==> config.mk <==
export PLATFORM = sky130hd
export DESIGN_NAME = cid_v1_base32_encoder_flat
export DESIGN_NICKNAME = d
export VERILOG_FILES = /design/src/rtl/core/cid_pkg.sv /design/src/rtl/core/cid_byte_if.sv /design/src/rtl/core/cid_char_if.sv /design/src/rtl/core/cid_hdr_seq.sv /design/src/rtl/core/cid_b32_pack.sv /design/src/rtl/core/cid_v1_base32_encoder.sv /design/src/flat_wrapper.sv
export SDC_FILE = /design/constraint.sdc
export NUM_CORES = 1
export LEC_CHECK = 0
export BUFFER_PORTS_ARGS = -buffer_cell sky130_fd_sc_hd__buf_2
export CORE_MARGIN = 3
export CORE_UTILIZATION = 60
export DETAILED_ROUTE_END_ITERATION = 8
export PLACE_DENSITY = 0.9
export SLEW_MARGIN = 10
export SYNTH_ARGS = -nofsm -noshare
export SYNTH_HDL_FRONTEND = slang
export SYNTH_SLANG_ARGS = --single-unit
==> constraint.sdc <==
create_clock -name clk -period 4.7 [get_ports clk]
set_input_delay 0.705 -clock clk [delete_from_list [all_inputs] [get_ports clk]]
set_output_delay 0.705 -clock clk [all_outputs]
set_load 0.1 [all_outputs]
==> src/rtl/core/cid_pkg.sv <==
// ============================================================================
// CID encoder package
// Types, constants and the base32 alphabet shared by the encoder modules.
// ============================================================================
package cid_pkg;

  // Configuration port
  localparam int CFG_IDX_W  = 1;
  localparam int CFG_DATA_W = 32;

  localparam logic [CFG_IDX_W-1:0] CFG_CONTENT_CODEC = 1'd0;
  localparam logic [CFG_IDX_W-1:0] CFG_DIGEST_LENGTH = 1'd1;

  localparam logic [31:0] CODEC_RESET = 32'd85;
  localparam logic [5:0]  DLEN_RESET  = 6'd32;

  // Header bytes and characters
  localparam logic [7:0] VERSION_BYTE   = 8'h01;
  localparam logic [7:0] MULTIHASH_CODE = 8'h12;
  localparam logic [6:0] PREFIX_CHAR    = 7'h62;
  localparam logic [6:0] CHAR_A         = 7'h61;
  localparam logic [6:0] CHAR_TWO       = 7'h32;

  // Header sequencer phase
  typedef enum logic [2:0] {
    PH_PREFIX,
    PH_VERSION,
    PH_CODEC,
    PH_MHASH,
    PH_LENGTH,
    PH_DIGEST
  } hdr_phase_t;

  // Byte token offered from the sequencer to the packer
  typedef struct packed {
    logic       valid;
    logic       prefix;
    logic [7:0] data;
    logic       last;
  } tok_t;

  // Map a 5-bit group to its lowercase base32 character
  function automatic logic [6:0] sym_char(input logic [4:0] s);
    logic [6:0] c;
    if (s < 5'd26) begin
      c = CHAR_A + {2'b00, s};
    end else begin
      c = CHAR_TWO + {2'b00, s - 5'd26};
    end
    return c;
  endfunction

endpackage

==> src/rtl/core/cid_byte_if.sv <==
// ============================================================================
// Digest byte channel
// Valid/ready channel carrying one digest byte per transaction.
// ============================================================================
interface cid_byte_if;
  logic       valid;
  logic       ready;
  logic [7:0] digest_byte;

  modport source (output valid, output digest_byte, input ready);
  modport sink (input valid, input digest_byte, output ready);
endinterface

==> src/rtl/core/cid_char_if.sv <==
// ============================================================================
// Identifier character channel
// Valid/ready channel carrying one ASCII character per transaction.
// ============================================================================
interface cid_char_if;
  logic       valid;
  logic       ready;
  logic [6:0] symbol_char;
  logic       is_last;

  modport source (output valid, output symbol_char, output is_last, input ready);
  modport sink (input valid, input symbol_char, input is_last, output ready);
endinterface

==> src/rtl/core/cid_hdr_seq.sv <==
// ============================================================================
// CID header sequencer
// Holds the configuration and one digest byte, and offers the byte stream
// (prefix, version, codec varint, multihash code, length, digest) to the packer.
// ============================================================================
module cid_hdr_seq (
  input  logic                              clk,
  input  logic                              rst,
  input  logic                              cfg_we,
  input  logic [cid_pkg::CFG_IDX_W-1:0]     cfg_index,
  input  logic [cid_pkg::CFG_DATA_W-1:0]    cfg_data,
  cid_byte_if.sink                          digest,
  output cid_pkg::tok_t                     tok,
  input  logic                              tok_take
);
  import cid_pkg::*;

  logic [31:0] codec;
  logic [5:0]  dlen;
  logic        slot_valid;
  logic [7:0]  d_byte;
  logic        d_last;
  logic [5:0]  bytes_taken;
  hdr_phase_t  phase, phase_next;
  logic [2:0]  vidx, vidx_next;
  logic [2:0]  vlast;
  logic [6:0]  grp;
  logic        accept;
  logic        first;
  logic        last_calc;

  // Write configuration registers
  always_ff @(posedge clk) begin
    if (rst) begin
      codec <= CODEC_RESET;
      dlen  <= DLEN_RESET;
    end else if (cfg_we) begin
      unique case (cfg_index)
        CFG_CONTENT_CODEC: codec <= cfg_data;
        CFG_DIGEST_LENGTH: dlen  <= cfg_data[5:0];
        default: ;
      endcase
    end
  end

  // Accept a new byte when the slot is empty or its digest token leaves now
  assign digest.ready = !slot_valid || (tok_take && (phase == PH_DIGEST));
  assign accept       = digest.valid && digest.ready;
  assign first        = (bytes_taken == 6'd0);
  assign last_calc    = ({1'b0, bytes_taken} + 7'd1) >= {1'b0, dlen};

  // Hold the byte slot and the per-identifier byte count
  always_ff @(posedge clk) begin
    if (rst) begin
      slot_valid  <= 1'b0;
      bytes_taken <= 6'd0;
    end else if (accept) begin
      slot_valid  <= 1'b1;
      bytes_taken <= last_calc ? 6'd0 : bytes_taken + 6'd1;
    end else if (tok_take && (phase == PH_DIGEST)) begin
      slot_valid  <= 1'b0;
    end
  end

  always_ff @(posedge clk) begin
    if (accept) begin
      d_byte <= digest.digest_byte;
      d_last <= last_calc;
    end
  end

  // Varint length: index of the highest nonzero 7-bit group
  always_comb begin
    if (|codec[31:28]) begin
      vlast = 3'd4;
    end else if (|codec[27:21]) begin
      vlast = 3'd3;
    end else if (|codec[20:14]) begin
      vlast = 3'd2;
    end else if (|codec[13:7]) begin
      vlast = 3'd1;
    end else begin
      vlast = 3'd0;
    end
  end

  always_comb begin
    case (vidx)
      3'd0:    grp = codec[6:0];
      3'd1:    grp = codec[13:7];
      3'd2:    grp = codec[20:14];
      3'd3:    grp = codec[27:21];
      3'd4:    grp = {3'b000, codec[31:28]};
      default: grp = 7'd0;
    endcase
  end

  // Phase register
  always_ff @(posedge clk) begin
    if (rst) begin
      phase <= PH_DIGEST;
      vidx  <= 3'd0;
    end else begin
      phase <= phase_next;
      vidx  <= vidx_next;
    end
  end

  // Advance through the header and select the offered byte
  always_comb begin
    phase_next = phase;
    vidx_next  = vidx;
    tok.valid  = slot_valid;
    tok.prefix = 1'b0;
    tok.data   = 8'h00;
    tok.last   = 1'b0;
    unique case (phase)
      PH_PREFIX: begin
        tok.prefix = 1'b1;
        if (tok_take) phase_next = PH_VERSION;
      end
      PH_VERSION: begin
        tok.data = VERSION_BYTE;
        if (tok_take) begin
          phase_next = PH_CODEC;
          vidx_next  = 3'd0;
        end
      end
      PH_CODEC: begin
        tok.data = {(vidx != vlast), grp};
        if (tok_take) begin
          if (vidx == vlast) begin
            phase_next = PH_MHASH;
          end else begin
            vidx_next = vidx + 3'd1;
          end
        end
      end
      PH_MHASH: begin
        tok.data = MULTIHASH_CODE;
        if (tok_take) phase_next = PH_LENGTH;
      end
      PH_LENGTH: begin
        tok.data = {2'b00, dlen};
        if (tok_take) phase_next = PH_DIGEST;
      end
      PH_DIGEST: begin
        tok.data = d_byte;
        tok.last = d_last;
      end
      default: phase_next = PH_DIGEST;
    endcase
    if (accept) begin
      phase_next = first ? PH_PREFIX : PH_DIGEST;
    end
  end

endmodule

==> src/rtl/core/cid_b32_pack.sv <==
// ============================================================================
// CID base32 packer
// Shifts bytes into a 12-bit buffer and emits one base32 character per cycle
// into a free output register, with the zero-padded flush at identifier end.
// ============================================================================
module cid_b32_pack (
  input  logic          clk,
  input  logic          rst,
  input  cid_pkg::tok_t tok,
  output logic          tok_take,
  cid_char_if.source    symbol
);
  import cid_pkg::*;

  logic [11:0] bit_buffer, bit_buffer_next;
  logic [3:0]  bits_held, bits_held_next;
  logic        last_pend, last_pend_next;
  logic        o_valid;
  logic [6:0]  o_char;
  logic        o_last;
  logic        load;
  logic        emit;
  logic [6:0]  char_next;
  logic        last_next;
  logic [11:0] new_buffer;
  logic [3:0]  new_held;
  logic [3:0]  held_sh;
  logic [3:0]  new_sh;
  logic [4:0]  held_sym;
  logic [4:0]  new_sym;
  logic [4:0]  flush_sym;

  assign load = !o_valid || symbol.ready;

  // Pick the next character: buffered group, flush, prefix, or a fresh byte
  always_comb begin
    new_buffer      = {bit_buffer[3:0], tok.data};
    new_held        = bits_held + 4'd8;
    held_sh         = bits_held - 4'd5;
    new_sh          = new_held - 4'd5;
    held_sym        = 5'(bit_buffer >> held_sh);
    new_sym         = 5'(new_buffer >> new_sh);
    flush_sym       = 5'(bit_buffer[4:0] << (3'd5 - bits_held[2:0]));
    emit            = 1'b0;
    char_next       = 7'd0;
    last_next       = 1'b0;
    bit_buffer_next = bit_buffer;
    bits_held_next  = bits_held;
    last_pend_next  = last_pend;
    tok_take        = 1'b0;
    if (load) begin
      if (bits_held >= 4'd5) begin
        emit           = 1'b1;
        char_next      = sym_char(held_sym);
        bits_held_next = held_sh;
        last_next      = last_pend && (held_sh == 4'd0);
        if (last_next) last_pend_next = 1'b0;
      end else if (last_pend) begin
        emit           = 1'b1;
        char_next      = sym_char(flush_sym);
        last_next      = 1'b1;
        bits_held_next = 4'd0;
        last_pend_next = 1'b0;
      end else if (tok.valid) begin
        tok_take = 1'b1;
        emit     = 1'b1;
        if (tok.prefix) begin
          char_next = PREFIX_CHAR;
        end else begin
          char_next       = sym_char(new_sym);
          bit_buffer_next = new_buffer;
          bits_held_next  = new_sh;
          last_pend_next  = tok.last;
        end
      end
    end
  end

  // Hold control state
  always_ff @(posedge clk) begin
    if (rst) begin
      bits_held <= 4'd0;
      last_pend <= 1'b0;
      o_valid   <= 1'b0;
    end else begin
      bits_held <= bits_held_next;
      last_pend <= last_pend_next;
      if (load) o_valid <= emit;
    end
  end

  // Hold payload
  always_ff @(posedge clk) begin
    bit_buffer <= bit_buffer_next;
    if (load && emit) begin
      o_char <= char_next;
      o_last <= last_next;
    end
  end

  assign symbol.valid       = o_valid;
  assign symbol.symbol_char = o_char;
  assign symbol.is_last     = o_last;

endmodule

==> src/rtl/core/cid_v1_base32_encoder.sv <==
// ============================================================================
// CID v1 base32 encoder
// Turns a stream of hash digest bytes into version-1 content identifier text.
// ============================================================================
// Usage:
//   digest carries one digest byte per transaction; symbol carries one ASCII
//   character per transaction, is_last marking the final one of an identifier.
//   cfg_we/cfg_index/cfg_data write content_codec (index 0) and
//   digest_length (index 1); write them only while the block is idle.
// Path: an accepted byte waits in the byte slot, and its characters are
//   registered in the output register when the packer is free.
// Throughput: one character per cycle while symbol.ready is high, set by the
//   single packer that emits one 5-bit group or the prefix per cycle. A digest
//   byte gives 1 or 2 characters; the first byte of an identifier adds the
//   prefix and header, and the last byte adds at most one flush character.
// Reset: rst (synchronous) clears the byte count, the held-bit count and both
//   valids, and restores content_codec to 85 and digest_length to 32.
// Stall: while symbol.ready is low the output register holds its character;
//   the byte slot still takes at most one new byte, then digest.ready drops.
// ============================================================================
module cid_v1_base32_encoder (
  input  logic                           clk,
  input  logic                           rst,
  input  logic                           cfg_we,
  input  logic [cid_pkg::CFG_IDX_W-1:0]  cfg_index,
  input  logic [cid_pkg::CFG_DATA_W-1:0] cfg_data,
  cid_byte_if.sink                       digest,
  cid_char_if.source                     symbol
);
  import cid_pkg::*;

  tok_t tok;
  logic tok_take;

  // Header sequencer and byte slot
  cid_hdr_seq u_seq (
    .clk       (clk),
    .rst       (rst),
    .cfg_we    (cfg_we),
    .cfg_index (cfg_index),
    .cfg_data  (cfg_data),
    .digest    (digest),
    .tok       (tok),
    .tok_take  (tok_take)
  );

  // Base32 packer and output register
  cid_b32_pack u_pack (
    .clk      (clk),
    .rst      (rst),
    .tok      (tok),
    .tok_take (tok_take),
    .symbol   (symbol)
  );

endmodule

==> src/flat_wrapper.sv <==
// flat-port wrapper written by rule: the top's interface ports become plain ports
module cid_v1_base32_encoder_flat import cid_pkg::*;
  (clk, rst, cfg_we, cfg_index, cfg_data, digest_valid, digest_digest_byte, digest_ready, symbol_valid, symbol_symbol_char, symbol_is_last, symbol_ready);
  cid_byte_if digest_i ();
  cid_char_if symbol_i ();
  input  logic clk;
  input  logic rst;
  input  logic cfg_we;
  input  logic [cid_pkg::CFG_IDX_W-1:0] cfg_index;
  input  logic [cid_pkg::CFG_DATA_W-1:0] cfg_data;
  input wire logic [$bits(digest_i.valid)-1:0] digest_valid;
  input wire logic [$bits(digest_i.digest_byte)-1:0] digest_digest_byte;
  output wire logic [$bits(digest_i.ready)-1:0] digest_ready;
  output wire logic [$bits(symbol_i.valid)-1:0] symbol_valid;
  output wire logic [$bits(symbol_i.symbol_char)-1:0] symbol_symbol_char;
  output wire logic [$bits(symbol_i.is_last)-1:0] symbol_is_last;
  input wire logic [$bits(symbol_i.ready)-1:0] symbol_ready;
  assign digest_i.valid = digest_valid;
  assign digest_i.digest_byte = digest_digest_byte;
  assign digest_ready = digest_i.ready;
  assign symbol_valid = symbol_i.valid;
  assign symbol_symbol_char = symbol_i.symbol_char;
  assign symbol_is_last = symbol_i.is_last;
  assign symbol_i.ready = symbol_ready;
  cid_v1_base32_encoder u_core (.clk(clk), .rst(rst), .cfg_we(cfg_we), .cfg_index(cfg_index), .cfg_data(cfg_data), .digest(digest_i), .symbol(symbol_i));
endmodule
==> flow_results.xml <==
<?xml version="1.0" encoding="UTF-8"?>
<metrics>
  <group name="pwr">
    <metric name="power-per-cell-area" unit="nW/um^2">484</metric>
    <metric name="irDropWorstVdd" unit="V">0.000237</metric>
    <metric name="p_leak" unit="nW">2.49</metric>
    <metric name="p_total" unit="mW">3.03</metric>
  </group>
  <group name="finish">
    <metric name="post-route-util" unit="">0.697</metric>
    <metric name="area_growth_syn_to_layout" unit="%">9.78</metric>
    <metric name="insertedDiodeCount" unit="">0</metric>
    <metric name="drive_gt1_frac" unit="">0.147</metric>
    <metric name="design.final.nets" unit="">785</metric>
    <metric name="fillerInstances" unit="">693</metric>
  </group>
  <group name="grt">
    <metric name="grt_usage" unit="">0.280</metric>
    <metric name="grt_pass1_wl" unit="um">23700</metric>
    <metric name="grt_remaining_overflow" unit="">0</metric>
    <metric name="initial_antenna_violation_count" unit="">0</metric>
    <metric name="maximum_number_of_pins_on_one_net_before_global_route_repair" unit="">54</metric>
    <metric name="grt_pass1_vias" unit="">4953</metric>
  </group>
  <group name="drt">
    <metric name="initialDrtViolationCount" unit="">530</metric>
    <metric name="totalWireLength" unit="um">14600</metric>
    <metric name="routedWlPerCell" unit="um">17.4</metric>
    <metric name="routed-via-count" unit="">5248</metric>
    <metric name="drtAntennaViolNets" unit="">0</metric>
    <metric name="route.detailed.drc" unit="">0</metric>
    <metric name="number_of_search_and_repair_iterations_in_the_first_detailed_routing_pass" unit="">6</metric>
    <metric name="post_drt_via_cell_ratio" unit="">6.24</metric>
  </group>
  <group name="setup_path">
    <metric name="max_incr_delay_on_cp" unit="ns">0.48</metric>
    <metric name="worstPathArrival" unit="ns">4.27</metric>
    <metric name="cp-start-kind" unit="">register</metric>
    <metric name="reg2reg_from" unit="">u_core.u_seq.vidx[1]$_SDFFE_PP0P_</metric>
    <metric name="cp_max_fo" unit="">8</metric>
    <metric name="setup.worst_path.class" unit="">register to register</metric>
    <metric name="critPathCaptureType" unit="">register</metric>
    <metric name="crit_path_top_delay_cell" unit="">sky130_fd_sc_hd__a21oi_1</metric>
    <metric name="critical_path.endpoint" unit="">u_core.u_pack.symbol.symbol_char[4]$_SDFFCE_PP0P_</metric>
    <metric name="r2r-end" unit="">u_core.u_pack.symbol.symbol_char[4]$_SDFFCE_PP0P_</metric>
    <metric name="cell_chain_critical_path" unit="">inv_1 &gt; ha_1 &gt; a222oi_1 &gt; o21ai_0 &gt; a21oi_1 &gt; mux2i_1 &gt; a221oi_1 &gt; nor2_1 &gt; inv_1 &gt; ha_1 &gt; nand2b_1 &gt; nor2_1 &gt; a2111oi_0 &gt; o32ai_1</metric>
    <metric name="cp.depth" unit="">14</metric>
    <metric name="critical_path.n_buffers_inverters" unit="">2</metric>
    <metric name="cp.required" unit="ns">4.78</metric>
    <metric name="rr_worst_depth" unit="">14</metric>
    <metric name="critPathTopFamily" unit="">compound AO/OA/AOI/OAI gates</metric>
    <metric name="critPathLaunch" unit="">u_core.u_seq.vidx[1]$_SDFFE_PP0P_</metric>
    <metric name="reg_to_reg_setup_timing_slack" unit="ns">0.50</metric>
  </group>
  <group name="logic_synthesis">
    <metric name="ys.flop_type" unit="">sky130_fd_sc_hd__dfxtp_1</metric>
    <metric name="yosys.area_share.adder" unit="">0.0637</metric>
    <metric name="synth-compound-area-share" unit="">0.213</metric>
    <metric name="synth.area.mux_share" unit="">0.0839</metric>
    <metric name="area_fraction_in_and_or_nand_and_nor_cells_after_synthesis" unit="">0.195</metric>
    <metric name="synth_enable_flop_cells" unit="">29</metric>
    <metric name="synth-async-reset-ratio" unit="">0</metric>
    <metric name="synth_area" unit="um^2">5700</metric>
    <metric name="ys.warnings.count" unit="">0</metric>
    <metric name="synth_top_family_by_area" unit="">compound AO/OA/AOI/OAI gates</metric>
    <metric name="synth-seq-area-share" unit="">0.353</metric>
    <metric name="ys_ff_latch" unit="">86</metric>
    <metric name="net_count_after_synthesis" unit="">758</metric>
    <metric name="synthesis.instances" unit="">683</metric>
    <metric name="syn_avg_cell_area" unit="um^2">8.34</metric>
    <metric name="synth.distinct_cells" unit="">70</metric>
    <metric name="synth_xor_area_frac" unit="">0.0354</metric>
  </group>
  <group name="sta">
    <metric name="timing.fmax" unit="MHz">238</metric>
    <metric name="setup_violations" unit="">0</metric>
    <metric name="finalWorstPathRequiredPeriod" unit="ns">4.20</metric>
    <metric name="tns" unit="ns">0</metric>
    <metric name="rsz0062_at_grt" unit="">no</metric>
    <metric name="timing.final.max_slew_violations" unit="">0</metric>
    <metric name="tightestPinTransition" unit="ns">1.15</metric>
    <metric name="final_min_period_over_clock_period" unit="">0.893</metric>
    <metric name="hold_violations" unit="">0</metric>
    <metric name="final.setup_skew" unit="ns">0.00948</metric>
    <metric name="relSlewSlack" unit="">0.234</metric>
  </group>
  <group name="cts">
    <metric name="tritoncts_clock_tree" unit="">built</metric>
    <metric name="worstSkewPairLatency" unit="ns">0.36</metric>
    <metric name="cts_hold_buf" unit="">0</metric>
    <metric name="clock_sinks" unit="">86</metric>
    <metric name="clk_pin_slew_worst_paths" unit="ns">0.08</metric>
    <metric name="ctsHtreeMaxLevel" unit="">3</metric>
    <metric name="cts.root.buffer_cell" unit="">sky130_fd_sc_hd__clkbuf_8</metric>
    <metric name="cts.repair.resized" unit="">0</metric>
    <metric name="tritoncts.num_buffers" unit="">9</metric>
    <metric name="postCtsSetupRepairBufs" unit="">0</metric>
    <metric name="clock_path_buffers" unit="">2</metric>
  </group>
  <group name="run">
    <metric name="max_cap_violations" unit="">0</metric>
  </group>
  <group name="place">
    <metric name="detailed_place_hpwl" unit="um">10800</metric>
    <metric name="globalplace.congestion" unit="">0.964</metric>
    <metric name="place.port_buffers" unit="">55</metric>
  </group>
  <group name="die">
    <metric name="rows" unit="">34</metric>
    <metric name="fp.coreArea" unit="um^2">8980</metric>
    <metric name="floorplan.initialDensity" unit="">0.635</metric>
    <metric name="chipWidth" unit="um">103</metric>
    <metric name="die_y" unit="um">103</metric>
    <metric name="top_level_ports" unit="">56</metric>
    <metric name="die_area" unit="um^2">10700</metric>
  </group>
  <group name="worst_hold_path">
    <metric name="timing.hold.worst.start" unit="">u_core.u_seq.codec[3]$_SDFFE_PP0P_</metric>
    <metric name="timing.hold.worst.class" unit="">register to register</metric>
  </group>
  <group name="outcome">
    <metric name="status" unit="">finished, final reports clean</metric>
  </group>
</metrics>
cell usage after synthesis, drive strengths merged, types with 5 or more instances:
library cell / instances / area, um^2
a222oi: 6 / 60.1
nor2: 43 / 161
nor3: 17 / 90.1
inv: 36 / 135
o22ai: 6 / 37.5
mux2i: 32 / 320
ha: 29 / 363
and3: 7 / 43.8
nand3: 17 / 85.1
a21o: 7 / 53.8
dfxtp: 57 / 1140
or3: 6 / 42.5
nand3b: 6 / 45.0
buf: 10 / 45.0
clkbuf: 35 / 131
xnor2: 14 / 123
a31oi: 6 / 37.5
edfxtp: 29 / 871
mux2: 6 / 67.6
nor2b: 5 / 31.3
xor2: 9 / 78.8
nand2: 109 / 409
o21ai: 28 / 155
nand2b: 11 / 68.8
nor4: 5 / 31.3
a21oi: 69 / 353
a211oi: 14 / 110
per-layer routing:
metal	track usage	part of all wire
met5	0	0
met1	0.360	0.40
met2	0.475	0.50
met4	0.103	0.025
met3	0.0436	0.072
metrics by stage:
stage          hold WS [ns]  instances  instance area, um^2  setup WS (ns)
6_report              0.474        841                 6250          0.503
5_1_grt               0.507        841                 6250          0.173
4_1_cts               0.469        841                 6250          0.562
3_5_place_dp          0.457        825                 6010          0.602
3_3_place_gp          0.452        825                 6010          0.749
2_1_floorplan         0.436        683                 5710          0.346
power breakdown:
group | internal (mW) | switching, mW | total (mW)
combinational | 0.550 | 0.955 | 1.51
clock | 0.307 | 0.286 | 0.593
sequential | 0.859 | 0.0699 | 0.929
cell usage in the layout (no fill, tap or decap), types with 9 or more instances in the layout:
| master | instances |
|---|---|
| sky130_fd_sc_hd__nand2_1 | 109 |
| sky130_fd_sc_hd__nor2_1 | 43 |
| sky130_fd_sc_hd__edfxtp_1 | 29 |
| sky130_fd_sc_hd__nand3_1 | 17 |
| sky130_fd_sc_hd__a21oi_1 | 67 |
| sky130_fd_sc_hd__nand2b_1 | 11 |
| sky130_fd_sc_hd__ha_1 | 29 |
| sky130_fd_sc_hd__xor2_1 | 9 |
| sky130_fd_sc_hd__inv_1 | 35 |
| sky130_fd_sc_hd__o21ai_0 | 26 |
| sky130_fd_sc_hd__dfxtp_1 | 57 |
| sky130_fd_sc_hd__clkbuf_8 | 10 |
| sky130_fd_sc_hd__a211oi_1 | 13 |
| sky130_fd_sc_hd__nor3_1 | 16 |
| sky130_fd_sc_hd__buf_2 | 55 |
| sky130_fd_sc_hd__mux2i_1 | 32 |
| sky130_fd_sc_hd__xnor2_1 | 14 |
state kept, by name, indices dropped and copies added (netlist names):
signal	flops
u_core.u_seq.codec	32
u_core.u_pack.bit_buffer	12
u_core.u_seq.d_byte	8
u_core.u_pack.symbol.symbol_char	7
u_core.u_seq.bytes_taken	6
u_core.u_seq.dlen	6
u_core.u_pack.bits_held	4
u_core.u_seq.phase	3
u_core.u_seq.vidx	3
u_core.u_pack.last_pend	1
u_core.u_pack.symbol.is_last	1
u_core.u_pack.symbol.valid	1
u_core.u_seq.d_last	1
u_core.u_seq.slot_valid	1
final cells by class:
cell class / count / area, um^2 / area share
inverter: 37 / 139 / 0.0222
sequential: 86 / 2010 / 0.322
multi-input combinational: 515 / 3380 / 0.541
clock inverter: 3 / 26.3 / 0.00420
clock buffer: 13 / 213 / 0.0340
tap: 126 / 158 / 0.0252
timing repair buffer: 61 / 320 / 0.0512
cells by family (layout without fill, tap and decap cells):
logic type,Yosys count,in the layout
compound gates,181,181
xor+xnor,23,23
fa+ha+maj,29,29
buf+inv,82,114
flops,86,86
mux,42,42
simple gates,240,240
worst reg2reg max path: cells and delay by family, from the launching register on:
| kind | cells | cell delay, ns |
|---|---|---|
| buf+inv | 2 | 0.28 |
| mux | 1 | 0.15 |
| simple gates | 3 | 0.44 |
| compound gates | 6 | 2.11 |
| flops | 1 | 0.41 |
| fa+ha+maj | 2 | 0.53 |
how the worst min path moves through the flow:
stage | slack [ns] | end | depth (start not counted)
CTS | 0.47 | u_core.u_seq.codec[3]$_SDFFE_PP0P_ | 2
detailed placement | 0.46 | u_core.u_seq.codec[3]$_SDFFE_PP0P_ | 2
global placement | 0.45 | u_core.u_seq.codec[1]$_SDFFE_PP0P_ | 2
global route | 0.51 | u_core.u_seq.d_byte[5]$_DFFE_PP_ | 1
floorplan | 0.44 | u_core.u_seq.codec[1]$_SDFFE_PP0P_ | 2
finish | 0.47 | u_core.u_seq.codec[3]$_SDFFE_PP0P_ | 2
(Power assumes the default switching activity.)
